$ cat config.mk
export PLATFORM = sky130hd
export DESIGN_NAME = substring_match_stream
export DESIGN_NICKNAME = d
export VERILOG_FILES = /design/src/ssm_pkg.sv /design/src/substring_match_stream.sv /design/src/ssm_front.sv /design/src/ssm_queue.sv /design/src/ssm_back.sv
export SDC_FILE = /design/constraint.sdc
export NUM_CORES = 1
export LEC_CHECK = 0
export BUFFER_PORTS_ARGS = -buffer_cell sky130_fd_sc_hd__buf_2
export CAP_MARGIN = 20
export CORE_MARGIN = 10
export CORE_UTILIZATION = 38
export CTS_BUF_LIST = sky130_fd_sc_hd__clkbuf_16
export DETAILED_ROUTE_END_ITERATION = 6
export HOLD_SLACK_MARGIN = 0.02
export RECOVER_POWER = 50
export SYNTH_ARGS = -nofsm -noshare
export SYNTH_HDL_FRONTEND = slang
export SYNTH_SLANG_ARGS = --single-unit
$ cat constraint.sdc
create_clock -name clk -period 6.41 [get_ports clk]
set_input_delay 0.9615 -clock clk [delete_from_list [all_inputs] [get_ports clk]]
set_output_delay 0.9615 -clock clk [all_outputs]
set_load 0.02 [all_outputs]
$ cat src/ssm_pkg.sv
// ----------------------------------------------------------------------------
// ssm_pkg: shared types and constants for the substring match stream
// Pattern geometry, column limits, register indexes and the queue entry.
// ----------------------------------------------------------------------------
package ssm_pkg;

	localparam int unsigned MAX_PATTERN  = 16;
	localparam int unsigned MAX_COLUMNS  = 4096;
	localparam int unsigned PAT_SLOTS    = 16;
	localparam int unsigned PAT_LIMIT    = (MAX_PATTERN < PAT_SLOTS) ? MAX_PATTERN : PAT_SLOTS;
	localparam int unsigned CP_W         = 21;
	localparam int unsigned ROW_W        = 21;
	localparam int unsigned LEN_W        = 5;
	localparam int unsigned COL_W        = $clog2(MAX_COLUMNS + 1);
	localparam int unsigned OUT_COL_W    = 12;
	localparam int unsigned QUEUE_DEPTH  = 4;
	localparam int unsigned QPTR_W       = $clog2(QUEUE_DEPTH);
	localparam int unsigned QCNT_W       = $clog2(QUEUE_DEPTH + 1);

	localparam logic [CP_W-1:0] CHAR_UPPER_A = CP_W'(65);
	localparam logic [CP_W-1:0] CHAR_UPPER_Z = CP_W'(90);
	localparam logic [CP_W-1:0] CASE_OFFSET  = CP_W'(32);

	localparam logic [1:0] CFG_PAT_LOW  = 2'd0;
	localparam logic [1:0] CFG_PAT_HIGH = 2'd1;
	localparam logic [1:0] CFG_PAT_LEN  = 2'd2;
	localparam logic [1:0] CFG_CASE     = 2'd3;

	typedef struct packed {
		logic [63:0] pat_low;
		logic [63:0] pat_high;
		logic        exact;
	} cmp_cfg_t;

	typedef struct packed {
		logic [PAT_SLOTS-1:0]   eq;
		logic signed [ROW_W-1:0] row;
		logic                   first;
	} cell_t;

	function automatic logic [CP_W-1:0] fold_case(input logic [CP_W-1:0] v);
		if (v >= CHAR_UPPER_A && v <= CHAR_UPPER_Z)
			return v + CASE_OFFSET;
		return v;
	endfunction

endpackage

$ cat src/substring_match_stream.sv
// ----------------------------------------------------------------------------
// substring_match_stream: streaming substring search over text cells
// One cell per request in; one match request out for each pattern hit.
// ----------------------------------------------------------------------------
// Input channel: codepoint, row_index, first_in_row, taken when in_valid is
// high and in_stall is low. first_in_row restarts the column count at zero.
// Output channel: match_column (start column) and match_row, taken when
// out_valid is high and out_stall is low. Overlapping hits are all sent.
// Configuration: cfg_valid/cfg_ready with cfg_index and cfg_data; write only
// while no requests are in flight. cfg_ready is always high.
// Throughput: one cell per cycle while out_stall stays low, set by the
// shift-and update in the match engine; a stalled result holds the flow.
// Each cell passes through the queue, and a hit then sets the result register.
// A four-entry queue sits between classifier and engine; when the receiver
// stalls with a result pending, the queue fills and in_stall rises once it
// is full. Reset clears the queue, the match vector, the column count and
// the pattern registers; the exact-compare flag resets to one.
// ----------------------------------------------------------------------------
module substring_match_stream import ssm_pkg::*; (
	input  logic                    clk,
	input  logic                    arst_n,
	input  logic                    in_valid,
	output logic                    in_stall,
	input  logic [CP_W-1:0]         codepoint,
	input  logic signed [ROW_W-1:0] row_index,
	input  logic                    first_in_row,
	output logic                    out_valid,
	input  logic                    out_stall,
	output logic [OUT_COL_W-1:0]    match_column,
	output logic signed [ROW_W-1:0] match_row,
	input  logic                    cfg_valid,
	output logic                    cfg_ready,
	input  logic [1:0]              cfg_index,
	input  logic [63:0]             cfg_data
);

	logic [63:0]      pat_low_q;
	logic [63:0]      pat_high_q;
	logic [LEN_W-1:0] pat_len_q;
	logic             case_q;

	cmp_cfg_t cmp_cfg;
	cell_t    front_cell;
	cell_t    queue_cell;
	logic     q_full;
	logic     q_not_empty;
	logic     q_pop;

	assign cfg_ready = 1'b1;

	always_ff @(posedge clk or negedge arst_n) begin
		if (!arst_n) begin
			pat_low_q  <= '0;
			pat_high_q <= '0;
			pat_len_q  <= '0;
			case_q     <= 1'b1;
		end else if (cfg_valid) begin
			unique case (cfg_index)
				CFG_PAT_LOW:  pat_low_q  <= cfg_data;
				CFG_PAT_HIGH: pat_high_q <= cfg_data;
				CFG_PAT_LEN:  pat_len_q  <= cfg_data[LEN_W-1:0];
				CFG_CASE:     case_q     <= cfg_data[0];
				default:      ;
			endcase
		end
	end

	assign cmp_cfg.pat_low  = pat_low_q;
	assign cmp_cfg.pat_high = pat_high_q;
	assign cmp_cfg.exact    = case_q;

	assign in_stall = q_full;

	ssm_front u_front (
		.cfg          (cmp_cfg),
		.codepoint    (codepoint),
		.row_index    (row_index),
		.first_in_row (first_in_row),
		.entry        (front_cell)
	);

	ssm_queue u_queue (
		.clk       (clk),
		.arst_n    (arst_n),
		.push      (in_valid && !q_full),
		.push_data (front_cell),
		.full      (q_full),
		.pop       (q_pop),
		.not_empty (q_not_empty),
		.pop_data  (queue_cell)
	);

	ssm_back u_back (
		.clk          (clk),
		.arst_n       (arst_n),
		.pat_len      (pat_len_q),
		.cell_valid   (q_not_empty),
		.entry        (queue_cell),
		.cell_pop     (q_pop),
		.out_valid    (out_valid),
		.out_stall    (out_stall),
		.match_column (match_column),
		.match_row    (match_row)
	);

endmodule

$ cat src/ssm_front.sv
// ----------------------------------------------------------------------------
// ssm_front: cell classifier
// Compares the incoming codepoint against every pattern byte in parallel.
// ----------------------------------------------------------------------------
module ssm_front import ssm_pkg::*; (
	input  cmp_cfg_t                cfg,
	input  logic [CP_W-1:0]         codepoint,
	input  logic signed [ROW_W-1:0] row_index,
	input  logic                    first_in_row,
	output cell_t                   entry
);

	logic [CP_W-1:0]      a;
	logic [127:0]         pat_all;
	logic [PAT_SLOTS-1:0] eq;

	assign pat_all = {cfg.pat_high, cfg.pat_low};
	assign a = cfg.exact ? codepoint : fold_case(codepoint);

	always_comb begin
		logic [CP_W-1:0] b;
		for (int k = 0; k < PAT_SLOTS; k++) begin
			b = CP_W'(pat_all[8*k +: 8]);
			if (!cfg.exact)
				b = fold_case(b);
			eq[k] = (a == b);
		end
	end

	assign entry = {eq, row_index, first_in_row};

endmodule

$ cat src/ssm_queue.sv
// ----------------------------------------------------------------------------
// ssm_queue: short queue of classified cells
// Decouples the classifier from the match engine.
// ----------------------------------------------------------------------------
module ssm_queue import ssm_pkg::*; (
	input  logic  clk,
	input  logic  arst_n,
	input  logic  push,
	input  cell_t push_data,
	output logic  full,
	input  logic  pop,
	output logic  not_empty,
	output cell_t pop_data
);

	cell_t             mem_q [QUEUE_DEPTH];
	logic [QPTR_W-1:0] wr_ptr_q;
	logic [QPTR_W-1:0] rd_ptr_q;
	logic [QCNT_W-1:0] count_q;

	assign full      = (count_q == QCNT_W'(QUEUE_DEPTH));
	assign not_empty = (count_q != '0);
	assign pop_data  = mem_q[rd_ptr_q];

	always_ff @(posedge clk) begin
		if (push)
			mem_q[wr_ptr_q] <= push_data;
	end

	always_ff @(posedge clk or negedge arst_n) begin
		if (!arst_n) begin
			wr_ptr_q <= '0;
			rd_ptr_q <= '0;
			count_q  <= '0;
		end else begin
			if (push)
				wr_ptr_q <= wr_ptr_q + 1'b1;
			if (pop)
				rd_ptr_q <= rd_ptr_q + 1'b1;
			if (push && !pop)
				count_q <= count_q + 1'b1;
			else if (pop && !push)
				count_q <= count_q - 1'b1;
		end
	end

endmodule

$ cat src/ssm_back.sv
// ----------------------------------------------------------------------------
// ssm_back: match engine
// Shift-and update, row column tracking and the result register.
// ----------------------------------------------------------------------------
module ssm_back import ssm_pkg::*; (
	input  logic                    clk,
	input  logic                    arst_n,
	input  logic [LEN_W-1:0]        pat_len,
	input  logic                    cell_valid,
	input  cell_t                   entry,
	output logic                    cell_pop,
	output logic                    out_valid,
	input  logic                    out_stall,
	output logic [OUT_COL_W-1:0]    match_column,
	output logic signed [ROW_W-1:0] match_row
);

	logic [PAT_SLOTS-1:0] vec_q;
	logic [COL_W-1:0]     col_q;
	logic                 out_valid_q;
	logic [OUT_COL_W-1:0] col_out_q;
	logic signed [ROW_W-1:0] row_out_q;

	logic [PAT_SLOTS-1:0] vec_eff;
	logic [COL_W-1:0]     col_eff;
	logic [PAT_SLOTS-1:0] len_mask;
	logic [PAT_SLOTS-1:0] vec_nxt;
	logic                 len_ok;
	logic                 col_full;
	logic                 hit;
	logic [COL_W-1:0]     match_start;

	assign cell_pop = cell_valid && (!out_valid_q || !out_stall);

	assign vec_eff  = entry.first ? '0 : vec_q;
	assign col_eff  = entry.first ? '0 : col_q;
	assign col_full = (col_eff >= COL_W'(MAX_COLUMNS));
	assign len_ok   = (pat_len != '0) && (pat_len <= LEN_W'(PAT_LIMIT));

	always_comb begin
		for (int k = 0; k < PAT_SLOTS; k++)
			len_mask[k] = (LEN_W'(k) < pat_len);
	end

	assign vec_nxt     = len_ok ? (((vec_eff << 1) | PAT_SLOTS'(1)) & entry.eq & len_mask) : '0;
	assign hit         = len_ok && !col_full && vec_nxt[4'(pat_len - 1'b1)];
	assign match_start = col_eff + COL_W'(1) - COL_W'(pat_len);

	always_ff @(posedge clk or negedge arst_n) begin
		if (!arst_n) begin
			vec_q       <= '0;
			col_q       <= '0;
			out_valid_q <= 1'b0;
		end else begin
			if (cell_pop) begin
				if (col_full) begin
					vec_q <= '0;
					col_q <= COL_W'(MAX_COLUMNS);
				end else begin
					vec_q <= vec_nxt;
					col_q <= col_eff + 1'b1;
				end
				out_valid_q <= hit;
			end else if (!out_stall) begin
				out_valid_q <= 1'b0;
			end
		end
	end

	always_ff @(posedge clk) begin
		if (cell_pop && hit) begin
			col_out_q <= match_start[OUT_COL_W-1:0];
			row_out_q <= entry.row;
		end
	end

	assign out_valid    = out_valid_q;
	assign match_column = col_out_q;
	assign match_row    = row_out_q;

endmodule

==> results.json, run 1 <==
{
  "status": "finished with violations",
  "violations": "capacitance limit, slew limit",
  "cts.sink_count": 355,
  "synth_area_per_cell_sq_um": 13.4,
  "ys.flop_type": "edfxtp_1",
  "drive_above_1_share_pct": 25.9,
  "grt.busiest_layer": "met2",
  "yosys.area_share.adder_pct": 2.44,
  "port_buffers": 148,
  "core_sq_um": 45500,
  "ctsHoldBuffers": 0,
  "dpl.hpwl_mm": 28.4,
  "slowest_stage": "clkbuf_1",
  "crit_start": "arst_n",
  "critPathRequiredTime_ps": 6630,
  "drc_errors": 0,
  "syn_area_sq_um": 17500,
  "fin_crit_sh_pct": 71.0,
  "insertion_delay_ps": 550,
  "clkTransAtPathRegs_ps": 60,
  "grt-ovfl-total": 0,
  "synth_simple_gate_area_share_pct": 9.83,
  "grt_usage_pct": 15.2,
  "p_leak_nw": 7.52,
  "drtAntennaViolNets": 0,
  "max_freq_ghz": 0.220,
  "slew_headroom_pct": -174,
  "clockBufferDepth": 3,
  "cts_buffers": 40,
  "hold_class": "flip-flop to flip-flop",
  "yosysUniqueCellTypes": 73,
  "routed_wirelength_mm": 42.6,
  "fillers": 4245,
  "cts_root_buf": "clkbuf_16",
  "area_growth_syn_to_layout_pct": 14.6,
  "arrival_ps": 4770,
  "drt_iter0_drc": 664,
  "worst_setup_path_start_kind": "input port",
  "layout_common_cells": "185 x edfxtp_1, 167 x dfrtp_1, 128 x mux2_2",
  "grt_pass1_wl_mm": 68.2,
  "yosys_warnings": 0,
  "regToRegStartpoint": "pat_len_q[0]$_DFFE_PN0P_",
  "cp-end-kind": "async pin",
  "power.total_mw": 7.48,
  "drv_slew": 259,
  "synth_top_family_by_area": "multiplexers",
  "rows": 78,
  "dr.pass1.iters": 5,
  "synth.yosys.seq_area_share_pct": 56.0,
  "path_class": "input port to async pin",
  "worst_ir_drop_vdd_mv": 0.233,
  "io_pins": 150,
  "use_met2_pct": 25.2,
  "die_x_um": 235,
  "ys_ff_latch": 355,
  "path_buf_inv": 2,
  "tightest_slew_ps": 4110,
  "cp_slowest_stage_delay_ps": 2230,
  "gp_congestion": 0.808,
  "async_flop_share_pct": 47.9,
  "period_minus_slack_ps": 4550,
  "synthMuxAreaShare_pct": 13.1,
  "die-area_sq_um": 55100,
  "pwr_density_cell_nw_per_um2": 373,
  "via_count": 11263,
  "seq_area_sq_um": 9810,
  "synthCells": 1306,
  "avgRoutedWirePerCell_um": 20.5,
  "worstPathCellList": "clkbuf_1 > clkbuf_2",
  "post_drt_via_cell_ratio": 5.43,
  "grt_pass1_vias": 11781,
  "postCtsResizedCells": 0,
  "rsz0062_at_grt": "false",
  "synth_edf_count": 185,
  "syn_nets": 1453,
  "antenna_found_initial": 0,
  "finClkSkew_ps": 19.3,
  "synth-compound-area-share_pct": 8.68,
  "finish.net_count": 1589,
  "synth_xor_area_share_pct": 7.70,
  "multi_input_area_sq_um": 7330,
  "met1_usage_pct": 19.9,
  "setup_viol": 0,
  "cts_setup_buffers": 0,
  "finalSetupTns_ps": 0,
  "final_hold_viol_count": 0,
  "grtUsageMet3_pct": 3.26,
  "cts_tree": "done",
  "diodes": 0,
  "start_util_pct": 38.5,
  "hold_start": "u_back.vec_q[6]$_DFFE_PN0P_",
  "grt_max_degree": 73,
  "cpLargestDelayFamily": "buffers and inverters",
  "die_y_um": 235,
  "final_common_cell": "edfxtp_1",
  "maxCapViolCount": 4,
  "path_max_fanout": 65,
  "cts_max_level": 2
}
[sequential cells by signal (all words and copies together) (netlist names)]
| register | count |
|---|---|
| pat_low_q | 64 |
| u_back.match_column | 12 |
| pat_len_q | 5 |
| u_back.col_q | 13 |
| u_queue.wr_ptr_q | 2 |
| u_back.match_row | 21 |
| u_queue.mem_q | 152 |
| u_back.out_valid | 1 |
| u_queue.count_q | 3 |
| case_q | 1 |
| u_queue.rd_ptr_q | 2 |
| u_back.vec_q | 15 |
| pat_high_q | 64 |
[metrics by stage]
step                      cells  hold slack [ps]  instance area, sq um  util [%]  setup WS, ps
after floorplan            1306              443                 17500         -          2710
after global placement     1999              465                 18800      41.4          1850
after detailed placement   1999              477                 18800      41.4          1710
after CTS                  2073              381                 20100      44.3          2270
after global routing       2074              506                 20100      44.1          1060
final                      2074              490                 20100      44.1          1860
[routing by layer]
metal  vias to the layer above  part of all wire, %
met5                         -                    0
li1                       5237                    -
met1                      5724                   45
met4                         0                  1.9
met3                        55                  4.9
met2                       247                   48
[Yosys cell counts (all sizes together) (4+ instances only)]
cell type    n  area share, %
a211o        4           0.20
a211oi      18           0.80
a21bo       16           0.91
a21o         7           0.30
a21oi       42            1.2
a221oi      16           0.80
a22o         7           0.35
and2         4           0.14
and3         5           0.18
buf         25           0.76
clkbuf      42           0.90
dfrtp      169             24
edfxtp     185             32
ha          31            2.2
inv         29           0.62
mux2       128            8.2
mux2i        8           0.46
mux4        34            4.4
nand2       89            1.9
nand2b       5           0.18
nand3       33           0.94
nand4       13           0.55
nor2        46           0.99
nor2b        4           0.14
nor3        26           0.77
nor4        46            2.2
o21ai       38            1.1
o21bai      16           0.69
o22ai        5           0.18
o41ai       11           0.55
or3         16           0.57
or4         19           0.84
xnor2       56            2.8
xnor3       16            2.1
xor2        57            2.8
[power by group]
part           leakage (nW)  switching [mW]  internal [mW]
logic                  3.10            1.11          0.864
clock network         0.647           0.931           1.31
registers              3.77           0.334           2.93
[cell families after synthesis]
group           Yosys count
mux                     170
xor+xnor                129
simple gates            316
flops                   355
buf+inv                  96
other cells               1
fa+ha+maj                33
compound gates          206
[final cells by class]
cell class / instances / area share, %
clock buffer: 42 / 5.24
clock inverter: 32 / 1.21
inverter: 29 / 0.542
multi-input combinational: 855 / 36.5
sequential: 355 / 48.9
tap: 600 / 3.74
timing repair buffer: 161 / 3.88
[worst paths after layout]
path / cells after the start / endpoint / slack, ps
setup / recovery: 2 / u_queue.rd_ptr_q[0]$_DFFE_PN0P_ / 1860
hold / removal: 2 / u_back.vec_q[6]$_DFFE_PN0P_ / 490
setup reg to reg: 8 / u_back.match_row[10]$_DFFE_PP_ / 2720
max in group clk: 4 / pat_low_q[61]$_DFFE_PN0P_ / 2030
min in group asynchronous: 1 / pat_high_q[17]$_DFFE_PN0P_ / 1490
hold reg to reg: 2 / u_back.vec_q[6]$_DFFE_PN0P_ / 490
Note: power is estimated with default switching activity, not from simulation.
==> inputs of run 2 (changes only) <==
==> constraint.sdc (replaced) <==
create_clock -name clk -period 4.1 [get_ports clk]
set_input_delay 0.615 -clock clk [delete_from_list [all_inputs] [get_ports clk]]
set_output_delay 0.615 -clock clk [all_outputs]
set_load 0.02 [all_outputs]
==> results.json, run 2 (synthesis gave the netlist of run 1 again) <==
{
  "grt_pass1_vias": 11852,
  "r2r_end": "u_queue.mem_q[1][28]$_DFFE_PP_",
  "cts_buffers": 40,
  "io_pins": 150,
  "dpl.hpwl_mm": 28.7,
  "diodes": 0,
  "instances_no_fill": 2092,
  "drv_slew": 279,
  "cts_tree": "done",
  "die_x_um": 235,
  "avgRoutedWirePerCell_um": 20.3,
  "insertion_delay_ps": 560,
  "rows": 78,
  "worstPathCellList": "clkbuf_1 > o21bai_1 > nor3_1 > a21oi_1 > xnor3_1 > nor4_1",
  "period_minus_slack_ps": 3520,
  "finClkSkew_ps": 17.7,
  "clkTransAtPathRegs_ps": 60,
  "pwr_density_cell_nw_per_um2": 572,
  "seq_area_sq_um": 9810,
  "cts_setup_buffers": 0,
  "via_count": 11437,
  "post_drt_via_cell_ratio": 5.47,
  "grt-ovfl-total": 0,
  "dr.pass1.iters": 5,
  "worst-r2r-cell-count": 6,
  "grt_max_degree": 89,
  "gp_congestion": 0.838,
  "hold_start": "cfg_data[55]",
  "regMostFlops": "u_queue.mem_q",
  "ctsHoldBuffers": 0,
  "slowest_stage": "clkbuf_1",
  "cp-end-kind": "flip-flop",
  "tightest_slew_ps": 2320,
  "cpLargestDelayFamily": "buffers and inverters",
  "drt_iter0_drc": 930,
  "p_leak_nw": 7.58,
  "slew_headroom_pct": -54.7,
  "path_buf_inv": 1,
  "hold_class": "input port to flip-flop",
  "cts_root_buf": "clkbuf_16",
  "antenna_found_initial": 1,
  "postCtsResizedCells": 0,
  "drtAntennaViolNets": 0,
  "core_sq_um": 45500,
  "layout_common_cells": "185 x edfxtp_1, 167 x dfrtp_1, 128 x mux2_2",
  "worst_setup_path_start_kind": "flip-flop",
  "status": "finished with violations",
  "reg2reg_slack_ps": 580,
  "die_y_um": 235,
  "routed_wirelength_mm": 42.5,
  "cts_max_level": 2,
  "drc_errors": 0,
  "grt_usage_pct": 15.3,
  "reg_top3": "u_queue.mem_q x152, pat_high_q x64, pat_low_q x64",
  "area_growth_syn_to_layout_pct": 15.0,
  "cts.sink_count": 355,
  "fin_crit_sh_pct": 85.7,
  "start_util_pct": 38.5,
  "fillers": 4268,
  "min_to": "pat_low_q[55]$_DFFE_PN0P_",
  "cp_slowest_stage_delay_ps": 1140,
  "max_freq_ghz": 0.284,
  "final_hold_viol_count": 0,
  "path_max_fanout": 21,
  "die-area_sq_um": 55100,
  "port_buffers": 148,
  "whs_path_depth": 3,
  "finish.net_count": 1609,
  "worst_ir_drop_vdd_mv": 0.330,
  "largest_register_ffs": 152,
  "maxCapViolCount": 5,
  "arrival_ps": 3770,
  "path_class": "flip-flop to flip-flop",
  "grt_pass1_wl_mm": 68.1,
  "regToRegStartpoint": "case_q$_DFFE_PN1P_",
  "critPathRequiredTime_ps": 4350,
  "setup_viol": 0,
  "final_common_cell": "edfxtp_1",
  "dpl.cell_count": 2020,
  "violations": "capacitance limit, slew limit",
  "multi_input_area_sq_um": 7330,
  "finalSetupTns_ps": 0,
  "clockBufferDepth": 3,
  "rsz0062_at_grt": "false",
  "drive_above_1_share_pct": 25.7
}
[run 2: worst max path at each step]
stage | depth (start not counted) | slack, ps | from | endpoint
2_1_floorplan | 13 | 710 | u_queue.rd_ptr_q[0]$_DFFE_PN0P_ | u_back.match_column[11]$_DFFE_PP_
3_3_place_gp | 7 | 180 | codepoint[14] | u_queue.mem_q[0][24]$_DFFE_PP_
3_5_place_dp | 7 | 10 | codepoint[14] | u_queue.mem_q[1][28]$_DFFE_PP_
4_1_cts | 7 | 590 | codepoint[14] | u_queue.mem_q[1][28]$_DFFE_PP_
5_1_grt | 2 | 310 | arst_n | pat_low_q[34]$_DFFE_PN0P_
6_report | 6 | 580 | case_q$_DFFE_PN1P_ | u_queue.mem_q[1][28]$_DFFE_PP_
[run 2: metrics by stage]
step / total power [mW] / instance area [sq um] / utilization, % / worst slack [ps] / hold WS [ps]
finish: 11.5 / 20100 / 44.3 / 585 / 285
floorplan: 7.31 / 17500 / - / 707 / 319
CTS: 11.7 / 20300 / 44.5 / 595 / 164
global route: 12.2 / 20100 / 44.3 / 310 / 279
global placement: 8.21 / 19000 / 41.8 / 185 / 467
detailed placement: 8.31 / 19000 / 41.8 / 12.7 / 473
[run 2: layer usage]
| metal | track usage, % | routed length [um] |
|---|---|---|
| met3 | 3.72 | 2390 |
| met5 | 0 | 0 |
| met4 | 3.59 | 669 |
| met1 | 19.9 | 18900 |
| met2 | 25.1 | 20500 |
[run 2: power by group]
| part | internal [mW] | leakage (nW) | switching, mW | total (mW) |
|---|---|---|---|---|
| clock network | 1.94 | 0.647 | 1.43 | 3.37 |
| registers | 4.58 | 3.77 | 0.487 | 5.07 |
| logic | 1.35 | 3.16 | 1.74 | 3.09 |
| total | 7.87 | 7.58 | 3.66 | 11.5 |
[run 2: area by class of cell]
cell class | instances | area share, %
clock inverters | 31 | 1.00
inverters | 29 | 0.540
multi-input cells | 855 | 36.4
well taps | 600 | 3.73
flip-flops and latches | 355 | 48.7
clock buffers | 41 | 5.09
repair buffers | 181 | 4.55
[run 2: worst register-to-register path, stage by stage, from the launching register on]
cell	delay (ps)
dfstp_2	610
clkbuf_1	1140
o21bai_1	320
nor3_1	110
a21oi_1	190
xnor3_1	240
nor4_1	600
==> inputs of run 3 (changes only) <==
--- a/config.mk
+++ b/config.mk
@@ -12,6 +12,7 @@
 export CTS_BUF_LIST = sky130_fd_sc_hd__clkbuf_16
 export DETAILED_ROUTE_END_ITERATION = 6
 export HOLD_SLACK_MARGIN = 0.02
+export PLACE_DENSITY_LB_ADDON = 0.1
 export RECOVER_POWER = 50
 export SYNTH_ARGS = -nofsm -noshare
 export SYNTH_HDL_FRONTEND = slang
==> results.json, run 3 (synthesis gave the netlist of run 1 again) <==
{
  "arrival_ps": 3830,
  "drt_iter0_drc": 619,
  "power_frac_seq_pct": 43.1,
  "gp_congestion": 0.811,
  "setup_viol": 0,
  "grt.busiest_layer": "met2",
  "path_class": "flip-flop to flip-flop",
  "ctsHoldBuffers": 0,
  "drc_errors": 0,
  "drtAntennaViolNets": 0,
  "critPathRequiredTime_ps": 4400,
  "cts.sink_count": 355,
  "internal_power_mw": 8.04,
  "rows": 78,
  "hold_start": "cfg_data[7]",
  "swShare_pct": 31.5,
  "finish.net_count": 1614,
  "grt-ovfl-total": 0,
  "worst_ir_drop_vdd_mv": 0.297,
  "crit_start": "u_queue.rd_ptr_q[0]$_DFFE_PN0P_",
  "timing.hold.ws_ps": 257,
  "die-area_sq_um": 55100,
  "combinationalPowerShare_pct": 26.5,
  "violations": "capacitance limit, slew limit",
  "die_x_um": 235,
  "grtUsageMet3_pct": 3.25,
  "regMostFlops": "u_queue.mem_q",
  "dpl.hpwl_mm": 30.2,
  "dr.pass1.iters": 5,
  "grt_pass1_wl_mm": 69.6,
  "use_met2_pct": 26.4,
  "start_util_pct": 38.5,
  "drive_above_1_share_pct": 26.8,
  "max_freq_ghz": 0.283,
  "routed_wirelength_mm": 43.6,
  "clockBufferDepth": 3,
  "cp_slowest_stage_delay_ps": 680,
  "grt_max_degree": 77,
  "cp-end-kind": "flip-flop",
  "slew_headroom_pct": -46.8,
  "drv_slew": 286,
  "reg2reg_slack_ps": 570,
  "path_buf_inv": 0,
  "hold_class": "input port to flip-flop",
  "via_count": 11241,
  "postCtsResizedCells": 0,
  "cts_max_level": 2,
  "cts_root_buf": "clkbuf_16",
  "avgRoutedWirePerCell_um": 20.8,
  "post_drt_via_cell_ratio": 5.35,
  "layout_common_cells": "185 x edfxtp_1, 167 x dfrtp_1, 128 x mux2_2",
  "cts_tree": "done",
  "grt_usage_pct": 15.7,
  "cpLargestDelayFamily": "simple AND/OR/NAND/NOR gates",
  "slowest_stage": "mux4_2",
  "fin_crit_sh_pct": 86.2,
  "finalSetupTns_ps": 0,
  "worst_setup_path_start_kind": "flip-flop",
  "port_buffers": 148,
  "p_sw_mw": 3.69,
  "cts_buffers": 41,
  "antenna_found_initial": 4,
  "pwr_density_cell_nw_per_um2": 579,
  "cts_setup_buffers": 0,
  "die_y_um": 235,
  "period_minus_slack_ps": 3530,
  "p_leak_nw": 7.68,
  "insertion_delay_ps": 570,
  "rsz0062_at_grt": "false",
  "largest_register_ffs": 152,
  "tightest_slew_ps": 2200,
  "reg_top3": "u_queue.mem_q x152, pat_high_q x64, pat_low_q x64",
  "worstPathCellList": "mux4_2 > nor2b_1 > ha_1 > nand3_1 > xnor2_1 > nor2_1 > ha_1 > a21oi_1 > o21ai_0 > nor4b_1 > xnor2_1",
  "clkTransAtPathRegs_ps": 60,
  "clockPowerShare_pct": 30.4,
  "area_growth_syn_to_layout_pct": 15.7,
  "final_hold_viol_count": 0,
  "grt_pass1_vias": 11947,
  "io_pins": 150,
  "status": "finished with violations",
  "path_max_fanout": 16,
  "regToRegStartpoint": "u_queue.rd_ptr_q[0]$_DFFE_PN0P_",
  "final_common_cell": "edfxtp_1",
  "met1_usage_pct": 19.8,
  "finClkSkew_ps": 27.2,
  "core_sq_um": 45500,
  "maxCapViolCount": 5
}
## run 3: per-layer routing
| metal | vias up | part of all wire [%] |
|---|---|---|
| met5 | - | 0.048 |
| met2 | 218 | 49 |
| met1 | 5685 | 44 |
| met4 | 4 | 2.2 |
| met3 | 55 | 4.7 |
| li1 | 5279 | - |
## run 3: area by class of cell
class | count | area (sq um)
fillers | 4238 | 25200
clock inverters | 34 | 297
inverters | 29 | 109
flip-flops and latches | 355 | 9810
multi-input cells | 855 | 7330
well taps | 600 | 751
clock buffers | 41 | 1030
repair buffers | 185 | 948
diodes | 1 | 2.50
## run 3: worst paths after layout
kind | to | cells after the start
worst min register to register | u_queue.count_q[2]$_DFFE_PN0P_ | 1
worst max-delay path | u_back.match_column[11]$_DFFE_PP_ | 11
min in group asynchronous | pat_high_q[9]$_DFFE_PN0P_ | 1
worst max register to register | u_back.match_column[11]$_DFFE_PP_ | 11
max in group asynchronous | pat_high_q[51]$_DFFE_PN0P_ | 2
worst min-delay path | pat_low_q[7]$_DFFE_PN0P_ | 3
## run 3: power by group through the flow
stage	combinational [mW]	sequential, mW	clock [mW]
2_1_floorplan	2.23	5.07	0
3_3_place_gp	3.16	5.10	0
3_5_place_dp	3.20	5.12	0
4_1_cts	3.21	5.05	3.70
5_1_grt	3.49	5.14	3.84
6_report	3.11	5.05	3.57
## run 3: metrics by stage
step | utilization (%) | area [sq um] | instances | power (mW) | setup slack (ps)
after detailed placement | 41.9 | 19100 | 2024 | 8.32 | 324
after CTS | 44.8 | 20400 | 2099 | 12.0 | 561
final | 44.6 | 20300 | 2100 | 11.7 | 568
after global routing | 44.6 | 20300 | 2099 | 12.5 | 209
after global placement | 41.9 | 19100 | 2024 | 8.26 | 423
after floorplan | - | 17500 | 1306 | 7.31 | 707
## run 3: worst min-delay path: stages
cell     delay, ps
buf_2           80
nand2_1         40
o21ai_0         60
